**config.mk**
```make
export PLATFORM = sky130hd
export DESIGN_NAME = bitmap_block_allocator_top
export DESIGN_NICKNAME = d
export VERILOG_FILES = /design/src/rtl/bba_pkg.sv /design/src/rtl/bitmap_block_allocator_top.sv /design/src/rtl/bba_div.sv
export SDC_FILE = /design/constraint.sdc
export NUM_CORES = 2
export LEC_CHECK = 0
export ABC_AREA = 1
export BUFFER_PORTS_ARGS = -buffer_cell sky130_fd_sc_hd__buf_4
export CAP_MARGIN = 15
export CORE_ASPECT_RATIO = 1.5
export CORE_MARGIN = 1
export CORE_UTILIZATION = 48
export DETAILED_ROUTE_END_ITERATION = 8
export PLACE_DENSITY = 0.76
export REMOVE_ABC_BUFFERS = 1
export SKIP_LAST_GASP = 1
export SLEW_MARGIN = 20
export SYNTH_ARGS = -nofsm -noshare
export SYNTH_HDL_FRONTEND = slang
export SYNTH_HIERARCHICAL = 1
export SYNTH_SLANG_ARGS = --single-unit
```
**constraint.sdc**
```tcl
create_clock -name clk -period 21.5 [get_ports clk]
set_input_delay 1.075 -clock clk [delete_from_list [all_inputs] [get_ports clk]]
set_output_delay 1.075 -clock clk [all_outputs]
set_load 0.02 [all_outputs]
```
**src/rtl/bba_pkg.sv**
```systemverilog
`timescale 1ns / 1ps
`default_nettype none
package bba_pkg;
  localparam int MAX_BLOCKS = 1024;
  localparam int WORD_BITS  = 64;
  localparam int WORD_COUNT = (MAX_BLOCKS + WORD_BITS - 1) / WORD_BITS;
  localparam int IDX_W      = $clog2(MAX_BLOCKS);
  localparam int CNT_W      = IDX_W + 1;
  localparam int BIT_W      = $clog2(WORD_BITS);
  localparam int WADDR_W    = $clog2(WORD_COUNT);
  localparam int NW_W       = WADDR_W + 1;

  localparam int BASE_W = 47;
  localparam int OFF_W  = 48;
  localparam int BB_W   = 32;

  localparam logic [1:0] ACT_ALLOC = 2'd0;
  localparam logic [1:0] ACT_FREE  = 2'd1;
  localparam logic [1:0] ACT_MARK  = 2'd2;

  localparam logic [1:0] REG_BASE = 2'd0;
  localparam logic [1:0] REG_SIZE = 2'd1;
  localparam logic [1:0] REG_BB   = 2'd2;

  localparam logic [2:0] ST_OK          = 3'd0;
  localparam logic [2:0] ST_EMPTY       = 3'd1;
  localparam logic [2:0] ST_EXHAUSTED   = 3'd2;
  localparam logic [2:0] ST_OUTSIDE     = 3'd3;
  localparam logic [2:0] ST_UNALIGNED   = 3'd4;
  localparam logic [2:0] ST_DOUBLE_FREE = 3'd5;
  localparam logic [2:0] ST_DUPLICATE   = 3'd6;
endpackage
`default_nettype wire

```
**src/rtl/bitmap_block_allocator_top.sv**
```systemverilog
`timescale 1ns / 1ps
`default_nettype none
// Channel  Direction  Handshake           Payload
// in       input      in_valid/in_stall   in_action, in_offset
// out      output     out_valid/out_stall out_status, out_granted_offset, out_free_count,
//                                         out_total_count
// cfg      input      cfg_valid/cfg_ready cfg_index, cfg_data
//
// Steps: an allocate scans the bitmap one word at a time (registered RAM read, then
// find-first-free). Free and mark run the shared 48-step divider. Empty, exhausted or
// off-region requests skip the search and go straight to the result.
// A config write reruns the divider for the block count and clears
// the bitmap at once through per-word valid bits; reset needs no sweep.
// in_stall stays high while an item is in work; a result held by out_stall keeps the
// next item waiting in its final cycle.
module bitmap_block_allocator_top (
  input  wire logic        clk,
  input  wire logic        rst_n,
  input  wire logic        in_valid,
  output logic             in_stall,
  input  wire logic [1:0]  in_action,
  input  wire logic [47:0] in_offset,
  output logic             out_valid,
  input  wire logic        out_stall,
  output logic [2:0]       out_status,
  output logic [47:0]      out_granted_offset,
  output logic [10:0]      out_free_count,
  output logic [10:0]      out_total_count,
  input  wire logic        cfg_valid,
  output logic             cfg_ready,
  input  wire logic [1:0]  cfg_index,
  input  wire logic [46:0] cfg_data
);
  localparam int IW = bba_pkg::IDX_W;
  localparam int CW = bba_pkg::CNT_W;
  localparam int BW = bba_pkg::BIT_W;
  localparam int AW = bba_pkg::WADDR_W;
  localparam int NW = bba_pkg::NW_W;
  localparam int WB = bba_pkg::WORD_BITS;
  localparam int PW = IW + bba_pkg::BB_W;

  localparam logic [3:0] S_IDLE   = 4'd0;
  localparam logic [3:0] S_CSTART = 4'd1;
  localparam logic [3:0] S_CDIV   = 4'd2;
  localparam logic [3:0] S_LSTART = 4'd3;
  localparam logic [3:0] S_LDIV   = 4'd4;
  localparam logic [3:0] S_LRD    = 4'd5;
  localparam logic [3:0] S_LCHK   = 4'd6;
  localparam logic [3:0] S_SRD    = 4'd7;
  localparam logic [3:0] S_SCHK   = 4'd8;
  localparam logic [3:0] S_GMUL   = 4'd9;
  localparam logic [3:0] S_GADD   = 4'd10;
  localparam logic [3:0] S_FIN    = 4'd11;

  logic [bba_pkg::BASE_W-1:0] base_r, size_r;
  logic [bba_pkg::BB_W-1:0]   bb_r;
  logic [CW-1:0]              bc_r, free_r;
  logic [IW-1:0]              hint_r, idx_r;
  logic [bba_pkg::WORD_COUNT-1:0] valid_r;
  logic [WB-1:0]              mem [bba_pkg::WORD_COUNT];
  logic [WB-1:0]              mem_q, word_q;
  logic [3:0]                 state_r;
  logic [1:0]                 act_r;
  logic [47:0]                rel_r, grant_r;
  logic [AW-1:0]              word_r;
  logic [NW-1:0]              step_r, nw;
  logic [PW-1:0]              prod_r;
  logic [2:0]                 st_r;

  logic                       div_start, div_done;
  logic [47:0]                div_dvd, quot;
  logic [31:0]                rem;

  logic                       wr_en;
  logic [WB-1:0]              wr_data;
  logic [WB-1:0]              lim_mask, pass_mask, cand, low_mask;
  logic [BW-1:0]              ffs;
  logic [47:0]                region_end;
  logic                       accept, cfg_wr, out_load;

  assign accept     = in_valid && !in_stall;
  assign in_stall   = state_r != S_IDLE;
  assign cfg_ready  = 1'b1;
  assign cfg_wr     = cfg_valid && cfg_ready &&
                      (cfg_index inside {bba_pkg::REG_BASE, bba_pkg::REG_SIZE, bba_pkg::REG_BB});
  assign out_load   = (state_r == S_FIN) && (!out_valid || !out_stall);
  assign region_end = {1'b0, base_r} + {1'b0, size_r};

  // Shared divider: block count on config, offset locate on free and mark.
  assign div_start = (state_r == S_CSTART && bb_r != '0) || (state_r == S_LSTART);
  assign div_dvd   = (state_r == S_CSTART) ? {1'b0, size_r} : rel_r;

  bba_div u_div (
    .clk       (clk),
    .rst_n     (rst_n),
    .start     (div_start),
    .dividend  (div_dvd),
    .divisor   (bb_r),
    .done      (div_done),
    .quotient  (quot),
    .remainder (rem)
  );

  // Bitmap RAM; a word not written since the last clear reads as all free.
  always_ff @(posedge clk) begin
    mem_q <= mem[word_r];
    if (wr_en) mem[word_r] <= wr_data;
  end
  assign word_q = valid_r[word_r] ? mem_q : '0;

  // Search masks: blocks at or beyond the count read as used, the hint word is
  // split between the first and the wrap-around pass.
  always_comb begin
    nw       = bc_r[CW-1:BW] + NW'(|bc_r[BW-1:0]);
    low_mask = (WB'(1) << hint_r[BW-1:0]) - WB'(1);
    if ({1'b0, word_r} < bc_r[CW-1:BW]) lim_mask = '1;
    else if ({1'b0, word_r} == bc_r[CW-1:BW]) lim_mask = (WB'(1) << bc_r[BW-1:0]) - WB'(1);
    else lim_mask = '0;
    if (step_r == '0) pass_mask = ~low_mask;
    else if (step_r == nw) pass_mask = low_mask;
    else pass_mask = '1;
    cand = ~word_q & lim_mask & pass_mask;
    ffs  = '0;
    for (int b = WB - 1; b >= 0; b--) begin
      if (cand[b]) ffs = BW'(b);
    end
  end

  always_comb begin
    wr_en   = 1'b0;
    wr_data = word_q;
    if (state_r == S_LCHK) begin
      if (act_r == bba_pkg::ACT_FREE && word_q[idx_r[BW-1:0]]) begin
        wr_en = 1'b1;
        wr_data[idx_r[BW-1:0]] = 1'b0;
      end else if (act_r == bba_pkg::ACT_MARK && !word_q[idx_r[BW-1:0]]) begin
        wr_en = 1'b1;
        wr_data[idx_r[BW-1:0]] = 1'b1;
      end
    end else if (state_r == S_SCHK && |cand) begin
      wr_en = 1'b1;
      wr_data[ffs] = 1'b1;
    end
  end

  always_ff @(posedge clk) begin
    if (!rst_n) begin
      state_r   <= S_IDLE;
      base_r    <= '0;
      size_r    <= '0;
      bb_r      <= '0;
      bc_r      <= '0;
      free_r    <= '0;
      hint_r    <= '0;
      valid_r   <= '0;
      out_valid <= 1'b0;
    end else begin
      if (out_valid && !out_stall) out_valid <= 1'b0;
      if (wr_en) valid_r[word_r] <= 1'b1;

      case (state_r)
        S_IDLE: begin
          if (accept) begin
            act_r   <= in_action;
            grant_r <= '0;
            st_r    <= bba_pkg::ST_OK;
            state_r <= S_FIN;
            case (in_action)
              bba_pkg::ACT_ALLOC: begin
                if (bc_r == '0) st_r <= bba_pkg::ST_EMPTY;
                else if (free_r == '0) st_r <= bba_pkg::ST_EXHAUSTED;
                else begin
                  word_r  <= hint_r[IW-1:BW];
                  step_r  <= '0;
                  state_r <= S_SRD;
                end
              end
              bba_pkg::ACT_FREE, bba_pkg::ACT_MARK: begin
                if (in_offset < {1'b0, base_r} || in_offset >= region_end)
                  st_r <= bba_pkg::ST_OUTSIDE;
                else if (bb_r == '0) st_r <= bba_pkg::ST_UNALIGNED;
                else begin
                  rel_r   <= in_offset - {1'b0, base_r};
                  state_r <= S_LSTART;
                end
              end
              default: begin
                st_r <= bba_pkg::ST_OK;
              end
            endcase
          end
        end
        S_CSTART: begin
          if (bb_r == '0) begin
            bc_r    <= '0;
            free_r  <= '0;
            state_r <= S_IDLE;
          end else begin
            state_r <= S_CDIV;
          end
        end
        S_CDIV: begin
          if (div_done) begin
            // saturate at the bitmap size
            if (quot >= 48'(bba_pkg::MAX_BLOCKS)) begin
              bc_r   <= CW'(bba_pkg::MAX_BLOCKS);
              free_r <= CW'(bba_pkg::MAX_BLOCKS);
            end else begin
              bc_r   <= quot[CW-1:0];
              free_r <= quot[CW-1:0];
            end
            state_r <= S_IDLE;
          end
        end
        S_LSTART: state_r <= S_LDIV;
        S_LDIV: begin
          if (div_done) begin
            if (rem != '0) begin
              st_r    <= bba_pkg::ST_UNALIGNED;
              state_r <= S_FIN;
            end else if (quot >= {37'd0, bc_r}) begin
              st_r    <= bba_pkg::ST_OUTSIDE;
              state_r <= S_FIN;
            end else begin
              idx_r   <= quot[IW-1:0];
              word_r  <= quot[IW-1:BW];
              state_r <= S_LRD;
            end
          end
        end
        S_LRD: state_r <= S_LCHK;
        S_LCHK: begin
          if (act_r == bba_pkg::ACT_FREE) begin
            if (!word_q[idx_r[BW-1:0]]) st_r <= bba_pkg::ST_DOUBLE_FREE;
            else begin
              if (idx_r < hint_r) hint_r <= idx_r;
              free_r <= free_r + 1'b1;
            end
          end else begin
            if (word_q[idx_r[BW-1:0]]) st_r <= bba_pkg::ST_DUPLICATE;
            else if (free_r != '0) free_r <= free_r - 1'b1;
          end
          state_r <= S_FIN;
        end
        S_SRD: state_r <= S_SCHK;
        S_SCHK: begin
          if (|cand) begin
            idx_r <= {word_r, ffs};
            if ({1'b0, word_r, ffs} + CW'(1) == bc_r) hint_r <= '0;
            else hint_r <= {word_r, ffs} + IW'(1);
            free_r  <= free_r - 1'b1;
            state_r <= S_GMUL;
          end else if (step_r == nw) begin
            st_r    <= bba_pkg::ST_EXHAUSTED;
            state_r <= S_FIN;
          end else begin
            step_r  <= step_r + 1'b1;
            // advance with wrap at the last used word
            if ({1'b0, word_r} + NW'(1) == nw) word_r <= '0;
            else word_r <= word_r + 1'b1;
            state_r <= S_SRD;
          end
        end
        S_GMUL: begin
          prod_r  <= PW'(idx_r) * PW'(bb_r);
          state_r <= S_GADD;
        end
        S_GADD: begin
          grant_r <= {1'b0, base_r} + 48'(prod_r);
          state_r <= S_FIN;
        end
        S_FIN: begin
          if (out_load) begin
            out_valid          <= 1'b1;
            out_status         <= st_r;
            out_granted_offset <= grant_r;
            out_free_count     <= free_r;
            out_total_count    <= bc_r;
            state_r            <= S_IDLE;
          end
        end
        default: state_r <= S_IDLE;
      endcase

      // Config write: drop the bitmap and rerun the block count.
      if (cfg_wr) begin
        case (cfg_index)
          bba_pkg::REG_BASE: base_r <= cfg_data;
          bba_pkg::REG_SIZE: size_r <= cfg_data;
          bba_pkg::REG_BB:   bb_r   <= cfg_data[bba_pkg::BB_W-1:0];
          default:           bb_r   <= bb_r;
        endcase
        valid_r <= '0;
        hint_r  <= '0;
        state_r <= S_CSTART;
      end
    end
  end
endmodule
`default_nettype wire

```
**src/rtl/bba_div.sv**
```systemverilog
`timescale 1ns / 1ps
`default_nettype none
// Restoring divider, one quotient bit per cycle.
module bba_div (
  input  wire logic                     clk,
  input  wire logic                     rst_n,
  input  wire logic                     start,
  input  wire logic [bba_pkg::OFF_W-1:0] dividend,
  input  wire logic [bba_pkg::BB_W-1:0]  divisor,
  output logic                           done,
  output logic      [bba_pkg::OFF_W-1:0] quotient,
  output logic      [bba_pkg::BB_W-1:0]  remainder
);
  localparam int CW = $clog2(bba_pkg::OFF_W + 1);

  logic [bba_pkg::OFF_W-1:0] dvd_r, dvd_nxt;
  logic [bba_pkg::BB_W-1:0]  rem_r, rem_nxt;
  logic [bba_pkg::BB_W-1:0]  div_r;
  logic [CW-1:0]             cnt_r;
  logic                      done_r;
  logic [bba_pkg::BB_W:0]    trial;
  logic                      ge;

  always_comb begin
    trial   = {rem_r, dvd_r[bba_pkg::OFF_W-1]};
    ge      = trial >= {1'b0, div_r};
    rem_nxt = ge ? (trial[bba_pkg::BB_W-1:0] - div_r) : trial[bba_pkg::BB_W-1:0];
    dvd_nxt = {dvd_r[bba_pkg::OFF_W-2:0], ge};
  end

  always_ff @(posedge clk) begin
    if (!rst_n) begin
      cnt_r  <= '0;
      done_r <= 1'b0;
    end else begin
      done_r <= 1'b0;
      if (start) begin
        cnt_r <= CW'(bba_pkg::OFF_W);
      end else if (cnt_r != '0) begin
        cnt_r <= cnt_r - 1'b1;
        if (cnt_r == CW'(1)) done_r <= 1'b1;
      end
    end
  end

  always_ff @(posedge clk) begin
    if (start) begin
      dvd_r <= dividend;
      rem_r <= '0;
      div_r <= divisor;
    end else if (cnt_r != '0) begin
      dvd_r <= dvd_nxt;
      rem_r <= rem_nxt;
    end
  end

  assign done      = done_r;
  assign quotient  = dvd_r;
  assign remainder = rem_r;
endmodule
`default_nettype wire
```
==> reports/metrics.cfg <==
[critical_path]
critical_path_class = reg2reg
endpoint_kind = flip-flop
slowest_delay_ps = 860
startpoint_type = flip-flop
path_delay_family = simple AND/OR/NAND/NOR gates
critPathSlowestCell = dfxtp_1
required_ps = 21930
path_buf_inv = 11
arrival_ps = 10080
crit_fanout = 43

[synth]
synth_top_area_share_pct = 44.30
yosys_register_bits = 1621
synth_edf_count = 1339
yosysTopAreaCell = edfxtp_1
synth-main-ff-cell = edfxtp_1
synthArstFlopShare_pct = 0
avgSynthCellArea_um2 = 9.153
ys.warnings.count = 6
synth.most_common_cell = nand2_1
synthCells = 9917
yosysSeqAreaShare_pct = 50.51
synth_area_leaders = edfxtp_1, nand2_1, dfxtp_1
synth_area_mm2 = 0.09077
ys_top_cells_by_count = nand2_1, edfxtp_1, inv_1, o21ai_0, nor2_1
yosysUniqueCellTypes = 68

[routing]
drt_iter0_drc = 8180
drt_pass1_iterations = 9
via_count = 75310
vias_per_cell = 6.024
drt-total-wl_um = 312800
wl_per_cell_um = 25.02
antenna_left = 0
drc = 1

[finish]
fin_nets = 10590
drive_gt1_share_pct = 7.822
syn2layout_area_growth_pct = 9.869

[clocking]
clkLatencyLatePin_ps = 880
cts_tree = yes
htreeDepth = 4
cts_setup_buffers = 0
holdBufCountCts = 0
cts_made_buffers = 161
cts_buffer_depth = 4
ctsResizeCount = 0
cts.reportedPaths.clkPinSlew_ps = 70
root_buffer = clkbuf_16
clock_sinks = 1621

[sta]
clock_skew_ps = 86.35
finalHoldViolCount = 0
fmax_mhz = 103.6
fin_ws_ps = 11850
slew_headroom_pct = 15.78
setup_tns_ps = 0
post-route-period-util_pct = 44.89
drv_slew = 0
rsz0062_at_grt = false
setup_viol = 0
min_period_ps = 9650
worst_pin_slew_ps = 1248

[floorplanning]
boundaryPins = 180
die_x_um = 357.1
rows = 195
core_mm2 = 0.1881
dieHeight_um = 534.6
dieArea_mm2 = 0.1909
initial_core_util_pct = 48.26

[global_route]
busiest_layer = met2
grt_start_max_net_pins = 183
grt_pass1_vias = 74750
overflow = 0
groute.usage.overall_pct = 32.12
antenna_found_initial = 8
grt_use_met3_pct = 5.588
met2_usage_pct = 55.15
use_met1_pct = 34.42
grt_pass1_wl_um = 458400

[job]
max-cap-violations = 0

[outcome]
violations = design-rule violations
status = finished with violations

[power]
ir_worst_vdd_v = 0.00008379
powerDensity_mw_per_mm2 = 93.01
power_leakage_nw = 40.78

[placement]
dp_hpwl_um = 216800
finalWeightedCongestion = 1.009
portBuffers = 178
place_ws_ps = 12210

[worst_hold_path]
hold_class = reg2reg

cell families (layout without fill, tap and decap cells):
logic type	count (synthesis)	in the layout	share of synthesized area, %
AND/OR/NAND/NOR	3783	3783	17.59
adder cells (fa/ha/maj)	577	577	9.955
other	1	6	0.004131
AO/OA/AOI/OAI	2135	2135	13.20
buffers and inverters	1598	1717	6.787
flip-flops	1621	1621	50.51
XOR/XNOR	202	202	1.949
layout by cell type (no fill, tap or decap), types with 27 or more instances in the layout:
master and count:
edfxtp_1 1339, nand2_1 1960, o22ai_1 288, o21a_1 42, xnor2_1 78, nand2_2 44, o21ai_0 1049, o211ai_1 90
inv_1 1073, nand4_1 223, nor4_1 40, a21oi_2 31, a21oi_1 459, nand3_1 271, dfxtp_1 282, buf_4 316
nor2_4 29, nor3_1 83, clkbuf_1 36, ha_1 335, fa_1 242, xor2_1 124, a31oi_1 27, nor2_1 1002
inv_2 35, clkbuf_16 166, nor2_2 36
cell type report:
cell class,instances,area [um^2]
Clock inverter,76,753.2
Antenna cell,5,12.51
Sequential cell,1621,45850
Tap cell,2462,3080
Timing Repair Buffer,317,2392
Inverter,1113,4190
Multi-Input combinational cell,6698,39040
Fill cell,16440,88380
Clock buffer,211,4413
sequential cells by signal (all words and copies together) (netlist names), 11 cells and up:
name	flops
size_r	47
valid_r	16
bb_r	32
free_r	11
u_div/remainder	32
base_r	47
grant_r	48
u_div/div_r	32
out_granted_offset	48
rel_r	48
mem_q	64
u_div/quotient	48
bc_r	11
mem	1024
out_free_count	11
prod_r	42
out_total_count	11
through the flow:
stage	area [um^2]	std cells	power (mW)	utilization [%]	hold WS, ps
floorplan	88790	9432	5.534	-	400.3
global placement	94520	12210	6.396	50.25	401.2
detailed placement	94540	12210	6.439	50.26	404.5
CTS	99710	12500	9.248	53.00	408.8
global route	99720	12500	9.655	53.01	424.2
finish	99730	12500	9.276	53.02	415.3
report_power, final:
| part | switching [mW] | internal, mW |
|---|---|---|
| logic | 1.84 | 0.747 |
| registers | 0.171 | 3.68 |
| clock network | 1.24 | 1.60 |
worst paths after layout:
kind / startpoint / end / slack, ps / cells after the start
worst max register to register: bc_r[3]$_SDFFE_PN0P_ / mem[14][36]$_DFFE_PP_ / 11850 / 31
worst min-delay path: grant_r[10]$_SDFFCE_PP0P_ / out_granted_offset[10]$_DFFE_PP_ / 420 / 0
worst max-delay path: bc_r[3]$_SDFFE_PN0P_ / mem[14][36]$_DFFE_PP_ / 11850 / 31
worst min register to register: grant_r[10]$_SDFFCE_PP0P_ / out_granted_offset[10]$_DFFE_PP_ / 420 / 0
per-layer routing:
layer	vias to the layer above	wire (um)
li1	33860	-
met1	35990	103700
met2	4186	152800
met3	1267	26390
met4	8	29790
met5	-	60
No activity file was read; power rests on OpenSTA's default activity.
